==> src/rtl/core/godp_pkg.sv <==
`default_nettype none
// ----------------------------------------------------------------------------
// godp_pkg
// Shared types, constants and helper functions of the gradient dither pixel
// pipeline.
// ----------------------------------------------------------------------------
package godp_pkg;

    // Coordinate and band register width
    localparam int COORD_BITS = 9;

    // Colour packing: three channels of two bits
    localparam int CHAN_BITS  = 2;
    localparam int COLOR_BITS = 3 * CHAN_BITS;

    // Channel scaling from two bits to eight bits
    localparam int LEVEL_W     = 8;
    localparam int LEVEL_SCALE = 85;

    // Quotient of 85 * step / height stays below 85, so seven bits
    localparam int QUO_W = 7;
    localparam int NUM_W = COORD_BITS + QUO_W;

    // Dither offsets lie in -40..35
    localparam int DITH_W = 7;

    // Pre-clamp level: base +/- delta + offset lies in -295..545
    localparam int SUM_W = LEVEL_W + 3;

    // Packed colour alpha field
    localparam logic [1:0] ALPHA = 2'b11;

    // APB register file
    localparam int APB_DATA_W = 32;
    localparam int APB_ADDR_W = 5;

    // Pipeline depth: coordinate, multiply, three divide stages, fixup, output
    localparam int NSTAGE = 7;

    typedef enum logic [2:0] {
        REG_COLOR_START     = 3'd0,
        REG_COLOR_END       = 3'd1,
        REG_BAND_TOP        = 3'd2,
        REG_BAND_HEIGHT     = 3'd3,
        REG_GRADIENT_ENABLE = 3'd4
    } reg_idx_t;

    // Tag that travels with each pixel through the pipeline
    typedef struct packed {
        logic       in_band;
        logic [3:0] dith_idx;
    } tag_t;

    // One restoring division step
    typedef struct packed {
        logic [COORD_BITS-1:0] rem;
        logic                  qbit;
    } div_step_t;

    function automatic div_step_t div_step(input logic [COORD_BITS-1:0] rem,
                                           input logic                  nbit,
                                           input logic [COORD_BITS-1:0] den);
        div_step_t             res;
        logic [COORD_BITS:0]   trial;
        trial = {rem, nbit};
        if (trial >= {1'b0, den}) begin
            res.rem  = COORD_BITS'(trial - {1'b0, den});
            res.qbit = 1'b1;
        end else begin
            res.rem  = COORD_BITS'(trial);
            res.qbit = 1'b0;
        end
        return res;
    endfunction

    // Pre-scaled 4x4 Bayer offset, index {y[1:0], x[1:0]}
    function automatic logic signed [DITH_W-1:0] dither_offset(input logic [3:0] idx);
        logic signed [DITH_W-1:0] off;
        case (idx)
            4'd0:    off = -DITH_W'(40);
            4'd1:    off =  DITH_W'(0);
            4'd2:    off = -DITH_W'(30);
            4'd3:    off =  DITH_W'(10);
            4'd4:    off =  DITH_W'(20);
            4'd5:    off = -DITH_W'(20);
            4'd6:    off =  DITH_W'(30);
            4'd7:    off = -DITH_W'(10);
            4'd8:    off = -DITH_W'(25);
            4'd9:    off =  DITH_W'(15);
            4'd10:   off = -DITH_W'(35);
            4'd11:   off =  DITH_W'(5);
            4'd12:   off =  DITH_W'(35);
            4'd13:   off = -DITH_W'(5);
            4'd14:   off =  DITH_W'(25);
            4'd15:   off = -DITH_W'(15);
            default: off =  DITH_W'(0);
        endcase
        return off;
    endfunction

    // Eight-bit level of a two-bit channel
    function automatic logic [LEVEL_W-1:0] chan_base(input logic [CHAN_BITS-1:0] c);
        return LEVEL_W'(LEVEL_W'(c) * LEVEL_W'(LEVEL_SCALE));
    endfunction

    // floor(k * N / H) from N = q * H + r, for k in 0..3
    function automatic logic [LEVEL_W-1:0] chan_mag(input logic [CHAN_BITS-1:0]  k,
                                                    input logic [QUO_W-1:0]      q,
                                                    input logic [COORD_BITS-1:0] r,
                                                    input logic [COORD_BITS-1:0] h);
        logic [LEVEL_W-1:0]    q8;
        logic [COORD_BITS+1:0] r2;
        logic [COORD_BITS+1:0] r3;
        logic [COORD_BITS+1:0] h1;
        logic [COORD_BITS+1:0] h2;
        logic [LEVEL_W-1:0]    mag;
        q8 = LEVEL_W'(q);
        r2 = {1'b0, r, 1'b0};
        r3 = r2 + (COORD_BITS+2)'(r);
        h1 = (COORD_BITS+2)'(h);
        h2 = {1'b0, h, 1'b0};
        case (k)
            2'd0:    mag = '0;
            2'd1:    mag = q8;
            2'd2:    mag = LEVEL_W'(q8 + q8 + LEVEL_W'(r2 >= h1));
            2'd3: begin
                if (r3 >= h2) begin
                    mag = LEVEL_W'(q8 + q8 + q8 + LEVEL_W'(2));
                end else if (r3 >= h1) begin
                    mag = LEVEL_W'(q8 + q8 + q8 + LEVEL_W'(1));
                end else begin
                    mag = LEVEL_W'(q8 + q8 + q8);
                end
            end
            default: mag = '0;
        endcase
        return mag;
    endfunction

    // base +/- delta + dither, clamped to 0..255
    function automatic logic [LEVEL_W-1:0] level_clamp(input logic [LEVEL_W-1:0]       base,
                                                       input logic [LEVEL_W-1:0]       mag,
                                                       input logic                     neg,
                                                       input logic signed [DITH_W-1:0] off);
        logic signed [SUM_W-1:0] acc;
        logic signed [SUM_W-1:0] dlt;
        logic signed [SUM_W-1:0] lvl_max;
        logic [LEVEL_W-1:0]      res;
        lvl_max = SUM_W'((1 << LEVEL_W) - 1);
        dlt = $signed({{(SUM_W-LEVEL_W){1'b0}}, mag});
        acc = $signed({{(SUM_W-LEVEL_W){1'b0}}, base});
        acc = neg ? (acc - dlt) : (acc + dlt);
        acc = acc + $signed({{(SUM_W-DITH_W){off[DITH_W-1]}}, off});
        if (acc < 0) begin
            res = '0;
        end else if (acc > lvl_max) begin
            res = '1;
        end else begin
            res = acc[LEVEL_W-1:0];
        end
        return res;
    endfunction

endpackage
`default_nettype wire

==> src/rtl/core/gradient_ordered_dither_pixel.sv <==
`default_nettype none
// ----------------------------------------------------------------------------
// gradient_ordered_dither_pixel
// Vertical gradient band colour with 4x4 ordered dither, one pixel per clock unless the output stalls.
//
//   Channel | Ports                                   | Transfer
//   --------+-----------------------------------------+---------------------
//   cfg     | psel penable pwrite paddr pwdata prdata | APB write/read
//   s_      | s_valid s_ready s_pixel_x s_pixel_y     | pixel coordinate in
//   m_      | m_valid m_ready m_in_band m_*_level     | levels and packed out
//           | m_pixel_color                           |
//
// Accepts one transaction per clock unless the output stalls; seven register
// stages lie between a pixel and its result. The depth comes from the
// restoring divider for 85 * step / band_height, spread over three stages
// of two or three bits.
// Reset (aresetn low, synchronous) clears the stage valid bits and the
// configuration registers. On a stall each stage holds only while its
// successor is full, so empty stages keep filling and no transaction is
// dropped or repeated.
// ----------------------------------------------------------------------------
module gradient_ordered_dither_pixel
    import godp_pkg::*;
(
    input  wire logic                  aclk,
    input  wire logic                  aresetn,

    input  wire logic                  psel,
    input  wire logic                  penable,
    input  wire logic                  pwrite,
    input  wire logic [APB_ADDR_W-1:0] paddr,
    input  wire logic [APB_DATA_W-1:0] pwdata,
    output logic      [APB_DATA_W-1:0] prdata,
    output logic                       pready,

    input  wire logic                  s_valid,
    output logic                       s_ready,
    input  wire logic [COORD_BITS-1:0] s_pixel_x,
    input  wire logic [COORD_BITS-1:0] s_pixel_y,

    output logic                       m_valid,
    input  wire logic                  m_ready,
    output logic                       m_in_band,
    output logic      [LEVEL_W-1:0]    m_red_level,
    output logic      [LEVEL_W-1:0]    m_green_level,
    output logic      [LEVEL_W-1:0]    m_blue_level,
    output logic      [LEVEL_W-1:0]    m_pixel_color
);

    // Configuration registers
    logic [COLOR_BITS-1:0] color_start_reg;
    logic [COLOR_BITS-1:0] color_end_reg;
    logic [COORD_BITS-1:0] band_top_reg;
    logic [COORD_BITS-1:0] band_height_reg;
    logic                  gradient_enable_reg;
    reg_idx_t              reg_sel;
    logic                  cfg_write;

    // Pipeline control
    logic [NSTAGE-1:0] vld_reg;
    logic [NSTAGE-1:0] en;
    tag_t              tag_reg [NSTAGE-1];

    // Stage payloads
    logic [COORD_BITS-1:0] step0_reg;
    logic [COORD_BITS-1:0] step0_next;
    logic                  band0_next;
    logic [NUM_W-1:0]      num1_reg;
    logic [NUM_W-1:0]      num1_next;
    logic [COORD_BITS-1:0] rem2_reg;
    logic [2:0]            quo2_reg;
    logic [3:0]            low2_reg;
    logic [COORD_BITS-1:0] rem3_reg;
    logic [4:0]            quo3_reg;
    logic [1:0]            low3_reg;
    logic [COORD_BITS-1:0] rem4_reg;
    logic [QUO_W-1:0]      quo4_reg;
    logic [LEVEL_W-1:0]    mag5_reg [3];
    logic [2:0]            neg5_reg;
    div_step_t             ds2_a, ds2_b, ds2_c;
    div_step_t             ds3_a, ds3_b;
    div_step_t             ds4_a, ds4_b;
    logic [LEVEL_W-1:0]    mag5_next [3];
    logic [2:0]            neg5_next;
    logic [LEVEL_W-1:0]    lvl6_next [3];
    logic                  in_band_reg;
    logic [LEVEL_W-1:0]    lvl_reg [3];
    logic [LEVEL_W-1:0]    color_reg;
    logic [LEVEL_W-1:0]    color_next;

    // ------------------------------------------------------------------------
    // APB register file
    // ------------------------------------------------------------------------
    assign pready    = 1'b1;
    assign reg_sel   = reg_idx_t'(paddr[APB_ADDR_W-1:2]);
    assign cfg_write = psel && penable && pwrite && pready;

    // Write the addressed register
    always_ff @(posedge aclk) begin
        if (!aresetn) begin
            color_start_reg     <= '0;
            color_end_reg       <= '0;
            band_top_reg        <= '0;
            band_height_reg     <= '0;
            gradient_enable_reg <= 1'b0;
        end else if (cfg_write) begin
            case (reg_sel)
                REG_COLOR_START:     color_start_reg     <= pwdata[COLOR_BITS-1:0];
                REG_COLOR_END:       color_end_reg       <= pwdata[COLOR_BITS-1:0];
                REG_BAND_TOP:        band_top_reg        <= pwdata[COORD_BITS-1:0];
                REG_BAND_HEIGHT:     band_height_reg     <= pwdata[COORD_BITS-1:0];
                REG_GRADIENT_ENABLE: gradient_enable_reg <= pwdata[0];
                default: ;
            endcase
        end
    end

    // Read back the addressed register
    always_comb begin
        case (reg_sel)
            REG_COLOR_START:     prdata = APB_DATA_W'(color_start_reg);
            REG_COLOR_END:       prdata = APB_DATA_W'(color_end_reg);
            REG_BAND_TOP:        prdata = APB_DATA_W'(band_top_reg);
            REG_BAND_HEIGHT:     prdata = APB_DATA_W'(band_height_reg);
            REG_GRADIENT_ENABLE: prdata = APB_DATA_W'(gradient_enable_reg);
            default:             prdata = '0;
        endcase
    end

    // ------------------------------------------------------------------------
    // Stage enables: a stage loads when it is empty or its successor moves
    // ------------------------------------------------------------------------
    always_comb begin
        en[NSTAGE-1] = !vld_reg[NSTAGE-1] || m_ready;
        for (int i = NSTAGE - 2; i >= 0; i--) begin
            en[i] = !vld_reg[i] || en[i+1];
        end
    end

    assign s_ready = en[0];
    assign m_valid = vld_reg[NSTAGE-1];

    // Advance valid bits
    always_ff @(posedge aclk) begin
        if (!aresetn) begin
            vld_reg <= '0;
        end else begin
            if (en[0]) begin
                vld_reg[0] <= s_valid;
            end
            for (int i = 1; i < NSTAGE; i++) begin
                if (en[i]) begin
                    vld_reg[i] <= vld_reg[i-1];
                end
            end
        end
    end

    // Advance pixel tags
    always_ff @(posedge aclk) begin
        if (en[0]) begin
            tag_reg[0] <= '{in_band: band0_next, dith_idx: {s_pixel_y[1:0], s_pixel_x[1:0]}};
        end
        for (int i = 1; i < NSTAGE - 1; i++) begin
            if (en[i]) begin
                tag_reg[i] <= tag_reg[i-1];
            end
        end
    end

    // ------------------------------------------------------------------------
    // Stage 0: band test and row step
    // ------------------------------------------------------------------------
    assign step0_next = COORD_BITS'(s_pixel_y - band_top_reg);
    assign band0_next = (s_pixel_y >= band_top_reg) && (step0_next < band_height_reg);

    always_ff @(posedge aclk) begin
        if (en[0]) begin
            step0_reg <= step0_next;
        end
    end

    // ------------------------------------------------------------------------
    // Stage 1: numerator 85 * step
    // ------------------------------------------------------------------------
    assign num1_next = NUM_W'(NUM_W'(step0_reg) * NUM_W'(LEVEL_SCALE));

    always_ff @(posedge aclk) begin
        if (en[1]) begin
            num1_reg <= num1_next;
        end
    end

    // ------------------------------------------------------------------------
    // Stages 2..4: restoring divide by band_height, quotient MSB first.
    // The upper numerator bits start as remainder since the quotient
    // stays below 2**QUO_W.
    // ------------------------------------------------------------------------
    always_comb begin
        ds2_a = div_step(num1_reg[NUM_W-1:QUO_W], num1_reg[6], band_height_reg);
        ds2_b = div_step(ds2_a.rem, num1_reg[5], band_height_reg);
        ds2_c = div_step(ds2_b.rem, num1_reg[4], band_height_reg);
        ds3_a = div_step(rem2_reg, low2_reg[3], band_height_reg);
        ds3_b = div_step(ds3_a.rem, low2_reg[2], band_height_reg);
        ds4_a = div_step(rem3_reg, low3_reg[1], band_height_reg);
        ds4_b = div_step(ds4_a.rem, low3_reg[0], band_height_reg);
    end

    always_ff @(posedge aclk) begin
        if (en[2]) begin
            rem2_reg <= ds2_c.rem;
            quo2_reg <= {ds2_a.qbit, ds2_b.qbit, ds2_c.qbit};
            low2_reg <= num1_reg[3:0];
        end
        if (en[3]) begin
            rem3_reg <= ds3_b.rem;
            quo3_reg <= {quo2_reg, ds3_a.qbit, ds3_b.qbit};
            low3_reg <= low2_reg[1:0];
        end
        if (en[4]) begin
            rem4_reg <= ds4_b.rem;
            quo4_reg <= {quo3_reg, ds4_a.qbit, ds4_b.qbit};
        end
    end

    // ------------------------------------------------------------------------
    // Stage 5: per-channel delta magnitude and sign
    // ------------------------------------------------------------------------
    always_comb begin
        for (int c = 0; c < 3; c++) begin
            logic [CHAN_BITS-1:0] cs;
            logic [CHAN_BITS-1:0] ce;
            logic [CHAN_BITS-1:0] k;
            cs = color_start_reg[CHAN_BITS*c +: CHAN_BITS];
            ce = color_end_reg[CHAN_BITS*c +: CHAN_BITS];
            k  = (ce >= cs) ? CHAN_BITS'(ce - cs) : CHAN_BITS'(cs - ce);
            neg5_next[c] = ce < cs;
            mag5_next[c] = chan_mag(k, quo4_reg, rem4_reg, band_height_reg);
        end
    end

    always_ff @(posedge aclk) begin
        if (en[5]) begin
            mag5_reg <= mag5_next;
            neg5_reg <= neg5_next;
        end
    end

    // ------------------------------------------------------------------------
    // Stage 6: add base, delta and dither and clamp (base alone with gradient off), pack; zero outside the band
    // ------------------------------------------------------------------------
    always_comb begin
        for (int c = 0; c < 3; c++) begin
            logic [LEVEL_W-1:0] base;
            base = chan_base(color_start_reg[CHAN_BITS*c +: CHAN_BITS]);
            if (!tag_reg[5].in_band) begin
                lvl6_next[c] = '0;
            end else if (gradient_enable_reg) begin
                lvl6_next[c] = level_clamp(base, mag5_reg[c], neg5_reg[c],
                                           dither_offset(tag_reg[5].dith_idx));
            end else begin
                lvl6_next[c] = base;
            end
        end
        if (tag_reg[5].in_band) begin
            color_next = {ALPHA, lvl6_next[2][LEVEL_W-1 -: 2],
                          lvl6_next[1][LEVEL_W-1 -: 2], lvl6_next[0][LEVEL_W-1 -: 2]};
        end else begin
            color_next = '0;
        end
    end

    // Hold the result until it is taken
    always_ff @(posedge aclk) begin
        if (en[6]) begin
            in_band_reg <= tag_reg[5].in_band;
            lvl_reg     <= lvl6_next;
            color_reg   <= color_next;
        end
    end

    assign m_in_band     = in_band_reg;
    assign m_red_level   = lvl_reg[2];
    assign m_green_level = lvl_reg[1];
    assign m_blue_level  = lvl_reg[0];
    assign m_pixel_color = color_reg;

    // ------------------------------------------------------------------------
    // Assertions
    // ------------------------------------------------------------------------
    a_outside_zero: assert property (@(posedge aclk) disable iff (!aresetn)
        m_valid && !m_in_band |-> m_pixel_color == '0 && m_red_level == '0 &&
                                  m_green_level == '0 && m_blue_level == '0)
        else $error("pixel outside band carries a nonzero colour");

    a_pack_match: assert property (@(posedge aclk) disable iff (!aresetn)
        m_valid && m_in_band |-> m_pixel_color == {ALPHA, m_red_level[LEVEL_W-1 -: 2],
                                                   m_green_level[LEVEL_W-1 -: 2],
                                                   m_blue_level[LEVEL_W-1 -: 2]})
        else $error("packed colour disagrees with channel levels");

    a_full_stall: assert property (@(posedge aclk) disable iff (!aresetn)
        (&vld_reg) && !m_ready |-> !s_ready)
        else $error("full pipeline accepted a transaction while stalled");

    a_drain: assert property (@(posedge aclk) disable iff (!aresetn)
        vld_reg[NSTAGE-2] && !m_valid |=> m_valid)
        else $error("result failed to move into an empty output stage");

endmodule
`default_nettype wire
==> config.mk <==
export PLATFORM = sky130hd
export DESIGN_NAME = gradient_ordered_dither_pixel
export DESIGN_NICKNAME = d
export VERILOG_FILES = /design/src/rtl/core/godp_pkg.sv /design/src/rtl/core/gradient_ordered_dither_pixel.sv
export SDC_FILE = /design/constraint.sdc
export NUM_CORES = 1
export LEC_CHECK = 0
export BUFFER_PORTS_ARGS = -buffer_cell sky130_fd_sc_hd__buf_2
export CAP_MARGIN = 30
export CORE_MARGIN = 5
export CORE_UTILIZATION = 55
export DETAILED_ROUTE_END_ITERATION = 8
export GPL_TIMING_DRIVEN = 0
export PLACE_DENSITY = 0.74
export SKIP_LAST_GASP = 1
export SLEW_MARGIN = 30
export SYNTH_ARGS = -nofsm -noshare
export SYNTH_HDL_FRONTEND = slang
export SYNTH_SLANG_ARGS = --single-unit
==> constraint.sdc <==
create_clock -name aclk -period 7.14 [get_ports aclk]
set_input_delay 0.357 -clock aclk [delete_from_list [all_inputs] [get_ports aclk]]
set_output_delay 0.357 -clock aclk [all_outputs]
set_load 0.03 [all_outputs]
# After elaboration in Yosys (flattened, before gate mapping)
# Memory sizes are Yosys's and may differ from the RTL's.
# Index checks and enable logic that the tools add are counted.
dict set report word_totals {
  reg_bits 171
  latch_bits 0
  ramBits 30
  rom_bits 336
  input_bits 62
  output_inout_bits 68
  elab_cells 185
  n_memories 4
}
# name words width rd rd_clocked_by_memory_dff wr line_no
set mem_list {}
lappend mem_list {{(name not given)} 16 7 1 0 0 godp_pkg.sv:79} ;# case (idx)
lappend mem_list {{(name not given)} 16 7 1 0 0 godp_pkg.sv:79}
lappend mem_list {{(name not given)} 16 7 1 0 0 godp_pkg.sv:79}
lappend mem_list {tag_reg 6 5 6 0 6 gradient_ordered_dither_pixel.sv:62} ;# tag_t tag_reg [NSTAGE-1];
dict set report op_classes {
  addsub 29
  n_mul 4
  div 0
  n_lt_le_gt_ge 24
  n_eq_ne 13
  shifts 0
  mux 50
  n_bitwise 0
  n_reduce_logical 26
}
# operator n
set op_table {}
lappend op_table {{$mux W8} 15}
lappend op_table {{$pmux W8 S4} 3}
lappend op_table {{$ge A10 B9 Y1} 8}
lappend op_table {{$sub A9 B9 Y9} 8}
lappend op_table {{$mux W10} 7}
lappend op_table {{$pmux W9 S5} 1}
lappend op_table {{$mux W7} 6}
lappend op_table {{$add A11 B7 Y11} 3}
lappend op_table {{$gt A11 B9 Y1 const B} 3}
lappend op_table {{$lt A11 B1 Y1 const B} 3}
lappend op_table {{$mux W11} 3}
lappend op_table {{$add A8 B8 Y9} 3}
lappend op_table {{$sub A8 B8 Y9} 3}
lappend op_table {{$mul A2 B7 Y8 const B} 3}
lappend op_table {{$mul A9 B7 Y16 const B} 1}
lappend op_table {{$eq A2 B2 Y1 const B} 6}
lappend op_table {{$mux W1} 12}
lappend op_table {{$sub A2 B2 Y2} 6}
lappend op_table {{$add A10 B9 Y11} 1}
lappend op_table {{$ge A11 B10 Y1} 1}
lappend op_table {{$ge A11 B9 Y1} 1}
lappend op_table {{$reduce_and A2 Y1} 5}
lappend op_table {{$ge A9 B9 Y1} 1}
lappend op_table {{$lt A9 B9 Y1} 1}
lappend op_table {{other kinds (17)} 42}

# Longest topological paths before layout
# Gate-level depths: netlist of the first run.
# An unclocked memory read counts as a cell.
dict set report logic_depth {
  depth_word 11
  depth_mapped 31
  depth_no_buf 27
}

# Least setup slack after synthesis of the first run
# No wires, ideal clock.
dict set report synth_timing {
  path_type {register to register}
  from {reg band_height_reg[1]}
  to {reg rem2_reg[1], data pin}
  setup_time_ns 0.260
  arrival_ns 6.051
  path_slack_ns 0.829
  stages_incl_launch_ff 30
  path_buffers 4
  path_cell_list {dfxtp_1 > inv_1 > fa_1 > a211oi_1 > nor2_1 > o211ai_1 > and2_1 > clkbuf_1 > buf_2 > nor2_1 > a21oi_1 > fa_1 > nand2b_1 > a21oi_1 > a211oi_1 > nand2_1 > a221o_1 > buf_2 > nor2_1 > a21oi_1 > fa_1 > a21o_1 > a21oi_1 > o21ai_0 > a21oi_1 > o21ai_0 > nor3_1 > a21o_1 > buf_2 > mux2_2}
}
# item line_no
set synth_rtl {}
lappend synth_rtl {{from (decl)} gradient_ordered_dither_pixel.sv:54} ;# logic [COORD_BITS-1:0] band_height_reg;
lappend synth_rtl {{from (signal assigned)} gradient_ordered_dither_pixel.sv:111} ;# REG_BAND_HEIGHT: band_height_reg <= pwdata[COORD_BITS-1:0];
lappend synth_rtl {{to (signal assigned)} gradient_ordered_dither_pixel.sv:211} ;# rem2_reg <= ds2_c.rem;
lappend synth_rtl {{to (decl)} gradient_ordered_dither_pixel.sv:70} ;# logic [COORD_BITS-1:0] rem2_reg;

==> impl_metrics.py, run 1 <==
metrics = {
    "global_route": {
        "initial_antenna_violation_count": 0,
        "pin_count_of_the_biggest_net_entering_global_routing": 33,
        "grt_pass1_vias": 13200,
        "aggregate_global_routing_overflow": 0,
        "grt_first_pass_wirelength_um": 63200,
        "gr-usage-all-layers": 0.214,
    },
    "floorplan": {
        "die_height_um": 187,
        "floorplan.io_pins": 130,
        "initial_utilization": 0.560,
        "die_footprint_um2": 34800,
        "die_width_um": 187,
        "placeableCoreArea_um2": 30700,
        "rows": 64,
    },
    "routing": {
        "wl_per_cell_um": 16.5,
        "detail_route.drc_violations": 0,
        "dr.first_iter.drc_count": 884,
        "drtPass1Iterations": 6,
        "detail_route.wirelength_um": 38000,
        "dr_total_vias": 13200,
        "routed_via_density": 5.76,
        "ant_nets": 0,
    },
    "timing": {
        "setup-violations-final": 0,
        "timing.final.crit_period_ns": 6.65,
        "relSlewSlack": 0.382,
        "smallest_setup_slack_after_layout_ns": 0.493,
        "max_slew.worst_pin.slew_ns": 0.925,
        "ratio_of_final_minimum_period_to_clock_period": 0.931,
        "hold_viol": 0,
        "clock.fmax_ghz": 0.150,
        "maxSlewViolCount": 0,
        "grt_setup_unrepaired": "no",
        "fin_skew_ns": 0.0103,
        "worst_hold_slack_ns": 0.0849,
    },
    "yosys": {
        "synth_enable_flop_cells": 161,
        "syn_area_um2": 17200,
        "synthesis.area_per_instance_um2": 9.71,
        "synth_warnings": 0,
        "synth_common_cells": "sky130_fd_sc_hd__ha_1 (248), sky130_fd_sc_hd__inv_1 (183), sky130_fd_sc_hd__edfxtp_1 (161)",
        "async_set_reset_flop_share_out_of_synthesis": 0,
        "synthDistinctLibCells": 67,
        "yosys.area.top_type_share": 0.282,
        "post_synth_inst_count": 1768,
        "synth_ff_type": "sky130_fd_sc_hd__edfxtp_1",
        "synth_most_common_cell": "sky130_fd_sc_hd__ha_1",
        "synth.area.top_cells": "sky130_fd_sc_hd__edfxtp_1 (28%), sky130_fd_sc_hd__ha_1 (18%), sky130_fd_sc_hd__dfxtp_1 (4.4%)",
        "synth-seq-area-share": 0.326,
        "ys_ff_latch": 199,
        "synth_area_leader_cell": "sky130_fd_sc_hd__edfxtp_1",
    },
    "power": {
        "seq_power_share": 0.205,
        "finalPower_mw": 8.96,
        "power.share.clock": 0.119,
        "cell_internal_pwr_mw": 5.16,
        "vdd.ir_drop.worst_mv": 1.19,
        "power_switching_share": 0.424,
        "p_leak_nw": 8.21,
        "cellPowerDensity_nw_per_um2": 475,
        "pwr-share-comb": 0.675,
        "switching_power_mw": 3.79,
    },
    "clocking": {
        "insertion_delay_ns": 0.44,
        "clkSinkCount": 199,
        "cts_max_level": 4,
        "cts_max_path_buffers": 2,
        "clk_pin_slew_worst_paths_ns": 0.08,
        "clk_root_buffer_cell": "sky130_fd_sc_hd__clkbuf_16",
        "cts_hold_buf": 0,
        "cts-buffers-inserted": 17,
        "clock_tree_from_tritoncts": "built",
    },
    "job": {
        "drv.max_cap_violation_count": 0,
    },
    "final_layout": {
        "final_core_util": 0.615,
        "n_fill_cell": 2499,
        "nets": 2229,
        "num_antenna_cells": 0,
        "largest_register_ffs": 30,
        "area_growth_syn_to_layout_pct": 9.92,
        "final_layout_size_suffix_gt1_frac": 0.113,
    },
    "placement": {
        "routabilityCongestion": 0.935,
        "port-buffer-count": 72,
        "place_ws_ns": -0.421,
        "detailedPlacementHpwl_um": 29900,
    },
    "setup_path": {
        "critPathRequiredTime_ns": 7.33,
        "critical_path_class": "reg -> reg",
        "critPathCaptureType": "flip-flop",
        "worst_ep_arrival_time_ns": 6.84,
        "path_max_fanout": 11,
        "cp-start-kind": "flip-flop",
    },
    "min_path": {
        "hold_path_class": "in -> reg",
    },
    "run_status": {
        "run_status": "complete, no violations",
    },
}
## worst max-delay path: stages, from the launching register on
cell                       delay (ns)
sky130_fd_sc_hd__dfxtp_1         0.36
sky130_fd_sc_hd__inv_1           0.29
sky130_fd_sc_hd__ha_1            0.50
sky130_fd_sc_hd__o21ai_0         0.13
sky130_fd_sc_hd__nor2_1          0.26
sky130_fd_sc_hd__o211ai_1        0.16
sky130_fd_sc_hd__and2_2          0.26
sky130_fd_sc_hd__clkbuf_4        0.20
sky130_fd_sc_hd__o21ai_0         0.34
sky130_fd_sc_hd__ha_1            0.36
sky130_fd_sc_hd__nor2_1          0.13
sky130_fd_sc_hd__a21oi_1         0.09
sky130_fd_sc_hd__a211oi_2        0.30
sky130_fd_sc_hd__nand2_1         0.09
sky130_fd_sc_hd__a221o_1         0.33
sky130_fd_sc_hd__buf_2           0.21
sky130_fd_sc_hd__nor2_1          0.12
sky130_fd_sc_hd__a21oi_1         0.09
sky130_fd_sc_hd__fa_1            0.46
sky130_fd_sc_hd__a21o_1          0.19
sky130_fd_sc_hd__a21oi_2         0.21
sky130_fd_sc_hd__o21ai_0         0.10
sky130_fd_sc_hd__a21oi_1         0.22
sky130_fd_sc_hd__o21ai_0         0.14
sky130_fd_sc_hd__nor3_1          0.16
sky130_fd_sc_hd__a21o_1          0.10
sky130_fd_sc_hd__clkbuf_4        0.22
sky130_fd_sc_hd__mux2_2          0.36
## worst paths after layout
check                                                      from                       to  slack [ns]  cells past startpoint
worst max-delay path            band_height_reg[3]$_SDFFE_PN0P_    rem2_reg[8]$_DFFE_PP_        0.49                     27
worst min-delay path                               s_pixel_x[0]  tag_reg[0][0]$_DFFE_PP_        0.08                      1
worst max register to register  band_height_reg[3]$_SDFFE_PN0P_    rem2_reg[8]$_DFFE_PP_        0.49                     27
worst min register to register            quo2_reg[0]$_DFFE_PP_    quo3_reg[2]$_DFFE_PP_        0.42                      0
## area by class of cell
cell class,count,area (um^2),share of cell area
Clock buffer,18,429,0.0227
Multi-Input combinational cell,1355,10700,0.566
Buffer,52,309,0.0164
Sequential cell,199,5600,0.297
Tap cell,396,495,0.0263
Inverter,183,702,0.0372
Timing Repair Buffer,79,417,0.0221
Clock inverter,14,235,0.0125
## cell usage in the layout, fill, tap and decap left out, drive strengths merged, types with 23 or more instances in the layout
cell type    n
dfxtp       38
nor2b       71
nand2       82
ha         248
conb        24
mux2        38
nor2        98
o21ai       98
mux2i       50
nand3       36
xor2        44
clkbuf      36
edfxtp     161
buf        113
xnor2       74
inv        184
a31oi       23
nor3        24
fa          32
a21o        33
o21bai      32
a21oi      149
## per-stage QoR
stage | setup TNS, ns | std cells | instance area, um^2
2_1_floorplan | 0 | 1790 | 17200
3_3_place_gp | -1.76 | 2258 | 18100
3_5_place_dp | -3.56 | 2259 | 18100
4_1_cts | 0 | 2293 | 18800
5_1_grt | 0 | 2296 | 18900
6_report | 0 | 2296 | 18900
## power groups by stage
stage | Clock (mW) | Combinational (mW) | Sequential [mW]
final | 1.07 | 6.05 | 1.84
after global routing | 1.14 | 6.75 | 1.86
after CTS | 1.08 | 5.99 | 1.84
after detailed placement | 0 | 5.93 | 1.86
after global placement | 0 | 5.71 | 1.86
after floorplan | 0 | 4.83 | 1.80
## repair_timing
item / CTS / global route
resized for setup: 5 / 9
endpoints found under the setup margin: 10 / 10
buffers inserted: 2 / 4
## cells by family after synthesis
group,share of synthesized area
compound gates,0.162
simple gates,0.114
fa+ha+maj,0.218
buf+inv,0.0580
flops,0.326
xor+xnor,0.0607
mux,0.0607
other cells,0.000438
## metal layers
metal | track usage | share of wire | vias up
li1 | - | - | 6582
met1 | 0.264 | 0.42 | 6214
met3 | 0.0305 | 0.045 | 81
met2 | 0.388 | 0.51 | 346
met4 | 0.0687 | 0.029 | 0
met5 | 0 | 0 | -
Power figures use the tool's default switching activity.
==> run 2: changes to the inputs <==
--- a/config.mk
+++ b/config.mk
@@ -11,7 +11,7 @@
 export CORE_UTILIZATION = 55
 export DETAILED_ROUTE_END_ITERATION = 8
 export GPL_TIMING_DRIVEN = 0
-export PLACE_DENSITY = 0.74
+export PLACE_DENSITY = 0.78
 export SKIP_LAST_GASP = 1
 export SLEW_MARGIN = 30
 export SYNTH_ARGS = -nofsm -noshare
==> run 2 against run 1 <==
  * Maximum frequency grew 0.92%
  * Critical path type unchanged
  * Sequential power is essentially flat
  * Clock power shrank 8%
  * Via count is essentially flat
  * Worst hold slack gained 0.0041 ns
  * Cell area shrank 0.31%
  * Clock-buffer cell count shrank 1
  * Sequential cell count is the same
  * Clock skew is essentially flat
  * Critical path depth is the same
  * Non-clock buffer count is the same
  * Final cell count is the same
==> impl_metrics.py, run 2 (synthesis results as in run 1) <==
metrics = {
    "min_path": {
        "hold_path_class": "in -> reg",
    },
    "setup_path": {
        "critical_path_class": "reg -> reg",
        "worst_ep_arrival_time_ns": 6.79,
        "critPathMostFrequentCell": "sky130_fd_sc_hd__o21ai_0",
        "worst_path_dominant_cell_family": "compound AO/OA/AOI/OAI gates",
        "critical-path-max-stage-delay_ns": 0.50,
        "r2r_setup_slk_ns": 0.55,
        "cp-start-kind": "flip-flop",
        "critPathRequiredTime_ns": 7.35,
        "worst-path-buf-inv": 4,
        "path_max_fanout": 11,
        "crit_path_top_delay_cell": "sky130_fd_sc_hd__ha_1",
        "critPathCaptureType": "flip-flop",
    },
    "routing": {
        "ant_nets": 0,
        "routed_via_density": 5.75,
        "detail_route.drc_violations": 0,
        "wl_per_cell_um": 16.5,
        "detail_route.wirelength_um": 37900,
        "dr_total_vias": 13200,
        "dr.first_iter.drc_count": 936,
        "drtPass1Iterations": 6,
    },
    "timing": {
        "relSlewSlack": 0.371,
        "clock.fmax_ghz": 0.152,
        "hold_viol": 0,
        "fin_skew_ns": 0.0103,
        "max_slew.worst_pin.slew_ns": 0.935,
        "smallest_setup_slack_after_layout_ns": 0.554,
        "ratio_of_final_minimum_period_to_clock_period": 0.922,
        "maxSlewViolCount": 0,
        "timing.final.crit_period_ns": 6.59,
        "setup-violations-final": 0,
    },
    "power": {
        "p_leak_nw": 8.18,
        "vdd.ir_drop.worst_mv": 1.48,
        "cellPowerDensity_nw_per_um2": 471,
        "finalPower_mw": 8.86,
    },
    "placement": {
        "place.detailed.instances": 2259,
        "place_ws_ns": -0.306,
        "routabilityCongestion": 0.970,
        "detailedPlacementHpwl_um": 29700,
        "port-buffer-count": 72,
    },
    "clocking": {
        "cts_max_level": 4,
        "clock_tree_from_tritoncts": "built",
        "cts_hold_buf": 0,
        "clk_pin_slew_worst_paths_ns": 0.08,
        "clk_root_buffer_cell": "sky130_fd_sc_hd__clkbuf_16",
        "insertion_delay_ns": 0.45,
        "clkSinkCount": 199,
        "cts_max_path_buffers": 2,
        "cts-buffers-inserted": 17,
    },
    "global_route": {
        "initial_antenna_violation_count": 0,
        "aggregate_global_routing_overflow": 0,
        "grt_pass1_vias": 13200,
        "grt_first_pass_wirelength_um": 62300,
        "pin_count_of_the_biggest_net_entering_global_routing": 33,
        "gr-usage-all-layers": 0.211,
    },
    "floorplan": {
        "die_width_um": 187,
        "rows": 64,
        "initial_utilization": 0.560,
        "die_footprint_um2": 34800,
        "die_height_um": 187,
        "placeableCoreArea_um2": 30700,
        "floorplan.io_pins": 130,
    },
    "run_status": {
        "run_status": "complete, no violations",
    },
    "final_layout": {
        "mostFrequentLayoutCell": "sky130_fd_sc_hd__ha_1",
        "multi_input_area_um2": 10700,
        "largest_register_ffs": 30,
        "nets": 2229,
        "final_layout_size_suffix_gt1_frac": 0.113,
        "num_antenna_cells": 0,
        "seqCellArea_um2": 5600,
        "finalNonFillerCells": 2296,
        "top_library_cells_by_usage_in_the_layout_fill_and_taps_aside": "sky130_fd_sc_hd__ha_1 (248), sky130_fd_sc_hd__inv_1 (180), sky130_fd_sc_hd__edfxtp_1 (161), sky130_fd_sc_hd__a21oi_1 (146), sky130_fd_sc_hd__nor2_1 (98)",
        "n_fill_cell": 2501,
        "area_growth_syn_to_layout_pct": 9.58,
    },
    "job": {
        "drv.max_cap_violation_count": 0,
    },
}
run 2: worst register-to-register path, cell delays in order, from the launching register on:
cell                       delay, ns
sky130_fd_sc_hd__dfxtp_1        0.35
sky130_fd_sc_hd__inv_1          0.29
sky130_fd_sc_hd__ha_1           0.51
sky130_fd_sc_hd__o21ai_0        0.11
sky130_fd_sc_hd__nor2_1         0.23
sky130_fd_sc_hd__o211ai_1       0.16
sky130_fd_sc_hd__and2_2         0.26
sky130_fd_sc_hd__clkbuf_4       0.20
sky130_fd_sc_hd__nor2_1         0.17
sky130_fd_sc_hd__a21oi_2        0.08
sky130_fd_sc_hd__fa_1           0.45
sky130_fd_sc_hd__nand2b_1       0.17
sky130_fd_sc_hd__a21oi_1        0.27
sky130_fd_sc_hd__a211oi_2       0.14
sky130_fd_sc_hd__nand2_1        0.08
sky130_fd_sc_hd__a221o_1        0.17
sky130_fd_sc_hd__buf_2          0.26
sky130_fd_sc_hd__mux2i_1        0.34
sky130_fd_sc_hd__ha_1           0.35
sky130_fd_sc_hd__a21o_1         0.22
sky130_fd_sc_hd__a21oi_2        0.21
sky130_fd_sc_hd__o21ai_0        0.11
sky130_fd_sc_hd__a21oi_1        0.23
sky130_fd_sc_hd__o21ai_0        0.13
sky130_fd_sc_hd__nor3_1         0.15
sky130_fd_sc_hd__a21o_1         0.10
sky130_fd_sc_hd__buf_2          0.24
sky130_fd_sc_hd__mux2_2         0.37
run 2: worst paths after layout:
| check | from | to | cells after the start |
|---|---|---|---|
| max | band_height_reg[3]$_SDFFE_PN0P_ | rem2_reg[3]$_DFFE_PP_ | 27 |
| min | s_pixel_x[1] | tag_reg[0][1]$_DFFE_PP_ | 1 |
| max reg2reg | band_height_reg[3]$_SDFFE_PN0P_ | rem2_reg[3]$_DFFE_PP_ | 27 |
| min reg2reg | tag_reg[2][4]$_DFFE_PP_ | tag_reg[3][4]$_DFFE_PP_ | 0 |
run 2: per-stage QoR:
stage / setup TNS, ns / hold WS [ns] / area (um^2) / utilization
floorplan: 0 / 0.400 / 17200 / -
global placement: -1.35 / 0.401 / 18100 / 0.590
detailed placement: -2.48 / 0.405 / 18100 / 0.591
CTS: 0 / 0.0792 / 18700 / 0.611
global route: -0.0138 / 0.0711 / 18800 / 0.613
finish: 0 / 0.0890 / 18800 / 0.613
run 2: repair_timing:
item,CTS,global route
buffers inserted,1,5
pin swaps,0,0
resized for setup,3,9
endpoints found under the setup margin,10,10
hold endpoints to repair,0,0
run 2: report_power, final:
| group | internal [mW] | switching (mW) |
|---|---|---|
| sequential | 1.69 | 0.153 |
| clock | 0.504 | 0.481 |
| combinational | 2.86 | 3.17 |
run 2: layout make-up:
class / count / share of cell area
Sequential cell: 199 / 0.298
Clock inverter: 15 / 0.00971
Multi-Input combinational cell: 1355 / 0.568
Buffer: 52 / 0.0163
Clock buffer: 17 / 0.0226
Timing Repair Buffer: 79 / 0.0224
Inverter: 183 / 0.0371
Tap cell: 396 / 0.0263
run 2: routing by layer:
layer | vias to the layer above | GRT usage | wire length, um
li1 | 6558 | - | -
met1 | 6210 | 0.255 | 15900
met2 | 360 | 0.380 | 19100
met3 | 82 | 0.0353 | 1810
met4 | 0 | 0.0743 | 1100
met5 | - | 0 | 0
==> run 3: changes to the inputs <==
--- a/config.mk
+++ b/config.mk
@@ -11,7 +11,8 @@
 export CORE_UTILIZATION = 55
 export DETAILED_ROUTE_END_ITERATION = 8
 export GPL_TIMING_DRIVEN = 0
-export PLACE_DENSITY = 0.78
+export PLACE_DENSITY = 0.81
+export RECOVER_POWER = 100
 export SKIP_LAST_GASP = 1
 export SLEW_MARGIN = 30
 export SYNTH_ARGS = -nofsm -noshare
==> constraint.sdc (replaced) <==
create_clock -name aclk -period 5.9 [get_ports aclk]
set_input_delay 0.295 -clock aclk [delete_from_list [all_inputs] [get_ports aclk]]
set_output_delay 0.295 -clock aclk [all_outputs]
set_load 0.03 [all_outputs]
==> run 3 against run 2 <==
  * The flow now finishes with violations (capacitance limit, slew limit, setup timing)
  * Non-clock buffer count is 34 higher
  * Combinational power up 55%
  * Global-route usage grew 0.85 points
  * Register-to-register slack got worse by 0.90 ns
  * Sequential share of layout area down 0.83 points
==> impl_metrics.py, run 3 (synthesis results as in run 1) <==
metrics = {
    "run_status": {
        "run_status": "complete, but fails checks",
        "violations_in_the_final_reports": "capacitance limit, slew limit, setup timing",
    },
    "setup_path": {
        "critPathRequiredTime_ns": 6.10,
        "path_max_fanout": 6,
        "critical_path_class": "reg -> reg",
        "crit_path_top_delay_cell": "sky130_fd_sc_hd__edfxtp_1",
        "critPathMostFrequentCell": "sky130_fd_sc_hd__buf_6",
        "r2r-start": "num1_reg[6]$_DFFE_PP_",
        "critPathCaptureType": "flip-flop",
        "worst_ep_arrival_time_ns": 6.45,
        "critical-path-max-stage-delay_ns": 0.41,
        "cp-start-kind": "flip-flop",
        "timing.critical_path.from": "num1_reg[6]$_DFFE_PP_",
    },
    "clocking": {
        "clk_root_buffer_cell": "sky130_fd_sc_hd__clkbuf_16",
        "clkSinkCount": 199,
        "cts-buffers-inserted": 17,
        "cts_max_level": 4,
        "clk_pin_slew_worst_paths_ns": 0.08,
        "clock_tree_from_tritoncts": "built",
        "cts_hold_buf": 0,
        "insertion_delay_ns": 0.45,
        "cts_max_path_buffers": 2,
    },
    "routing": {
        "detail_route.drc_violations": 0,
        "dr.first_iter.drc_count": 1126,
        "routed_via_density": 5.96,
        "detail_route.wirelength_um": 42400,
        "dr_total_vias": 13900,
        "wl_per_cell_um": 18.2,
        "ant_nets": 0,
        "drtPass1Iterations": 6,
    },
    "power": {
        "vdd.ir_drop.worst_mv": 1.96,
        "finalPower_mw": 12.8,
        "p_leak_nw": 8.22,
        "cellPowerDensity_nw_per_um2": 660,
    },
    "final_layout": {
        "final_layout_size_suffix_gt1_frac": 0.123,
        "num_antenna_cells": 0,
        "mostFrequentLayoutCell": "sky130_fd_sc_hd__ha_1",
        "top_library_cells_by_usage_in_the_layout_fill_and_taps_aside": "sky130_fd_sc_hd__ha_1 (236), sky130_fd_sc_hd__inv_1 (173), sky130_fd_sc_hd__edfxtp_1 (161), sky130_fd_sc_hd__a21oi_1 (143), sky130_fd_sc_hd__nor2_1 (92)",
        "largest_register_ffs": 30,
        "area_growth_syn_to_layout_pct": 12.7,
        "final_area_um2": 19300,
        "finalNonFillerCells": 2330,
        "final_core_util": 0.631,
        "nets": 2263,
    },
    "global_route": {
        "aggregate_global_routing_overflow": 0,
        "grt_use_met2": 0.404,
        "grt_use_met1": 0.260,
        "gr-usage-all-layers": 0.220,
        "pin_count_of_the_biggest_net_entering_global_routing": 33,
        "initial_antenna_violation_count": 0,
        "groute.layer.met3.usage": 0.0320,
        "grt_first_pass_wirelength_um": 64800,
        "grt_pass1_vias": 13500,
        "grt_busiest_layer": "met2",
    },
    "timing": {
        "maxSlewViolCount": 7,
        "relSlewSlack": -0.0834,
        "max_slew.worst_pin.slew_ns": 1.61,
        "worst_hold_slack_ns": 0.0250,
        "smallest_setup_slack_after_layout_ns": -0.342,
        "clock.fmax_ghz": 0.160,
        "timing.final.crit_period_ns": 6.24,
        "ratio_of_final_minimum_period_to_clock_period": 1.06,
        "grt_setup_unrepaired": "yes",
        "hold_viol": 0,
        "setup-violations-final": 10,
        "fin_skew_ns": 0.0132,
    },
    "placement": {
        "routabilityCongestion": 0.931,
        "placed_cell_area_um2": 18100,
        "place.detailed.instances": 2258,
        "port-buffer-count": 72,
        "detailedPlacementHpwl_um": 30200,
    },
    "min_path": {
        "hp_start": "s_pixel_x[1]",
        "hold_path_class": "in -> reg",
    },
    "floorplan": {
        "die_height_um": 187,
        "placeableCoreArea_um2": 30700,
        "initial_utilization": 0.560,
        "die_width_um": 187,
        "floorplan.io_pins": 130,
        "rows": 64,
        "die_footprint_um2": 34800,
    },
    "job": {
        "drv.max_cap_violation_count": 1,
    },
}
[run 3: cell count changes in the layout (fill, tap and decap cells not counted), sizes merged]
| cell | delta |
|---|---|
| inv | -8 |
| clkinv | +4 |
| buf | -15 |
| clkbuf | +50 |
| bufinv | -1 |
| clkinvlp | +4 |
[run 3: final timing paths]
kind / end / slack (ns) / depth (start not counted)
max: rem2_reg[2]$_DFFE_PP_ / -0.34 / 31
max reg2reg: rem2_reg[2]$_DFFE_PP_ / -0.34 / 31
min reg2reg: tag_reg[4][0]$_DFFE_PP_ / 0.42 / 0
min: tag_reg[0][1]$_DFFE_PP_ / 0.03 / 1
[run 3: layout make-up]
class	count	area [um^2]
buffer	53	338
tap	396	495
clock inverter	14	139
inverter	183	717
clock buffer	18	429
multi-input combinational	1355	11000
fill	2378	11300
timing repair buffer	112	634
sequential	199	5600
[run 3: per-stage QoR]
stage	TNS (ns)	setup slack [ns]
after global placement	-7.21	-0.789
after global routing	-6.06	-0.648
after floorplan	0	0.0211
after CTS	0	0.0116
after detailed placement	-8.85	-0.946
final	-2.99	-0.342
[run 3: metal layers]
metal	vias to the layer above	share of wire
met2	550	0.51
met4	0	0.041
met3	144	0.055
met5	-	0
li1	6637	-
met1	6555	0.39
[run 3: repair_timing]
item / 4_1_cts / 5_1_grt
hold endpoints to repair: 0 / 0
cloned: 0 / 2
resized for setup: 21 / 65
buffers inserted: 21 / 17
endpoints found under the setup margin: 10 / 10
pin swaps: 8 / 31
[run 3: power breakdown]
part | total (mW) | internal, mW | switching, mW
logic | 9.39 | 4.70 | 4.69
registers | 2.25 | 2.04 | 0.207
clock network | 1.13 | 0.559 | 0.572
[run 3: critical path, delay by kind of cell (launching register included)]
kind            cells  cell delay (ns)
fa+ha+maj           4             1.21
simple gates        7             0.94
compound gates     13             2.35
buf+inv             6             0.78
flops               1             0.41
mux                 1             0.31
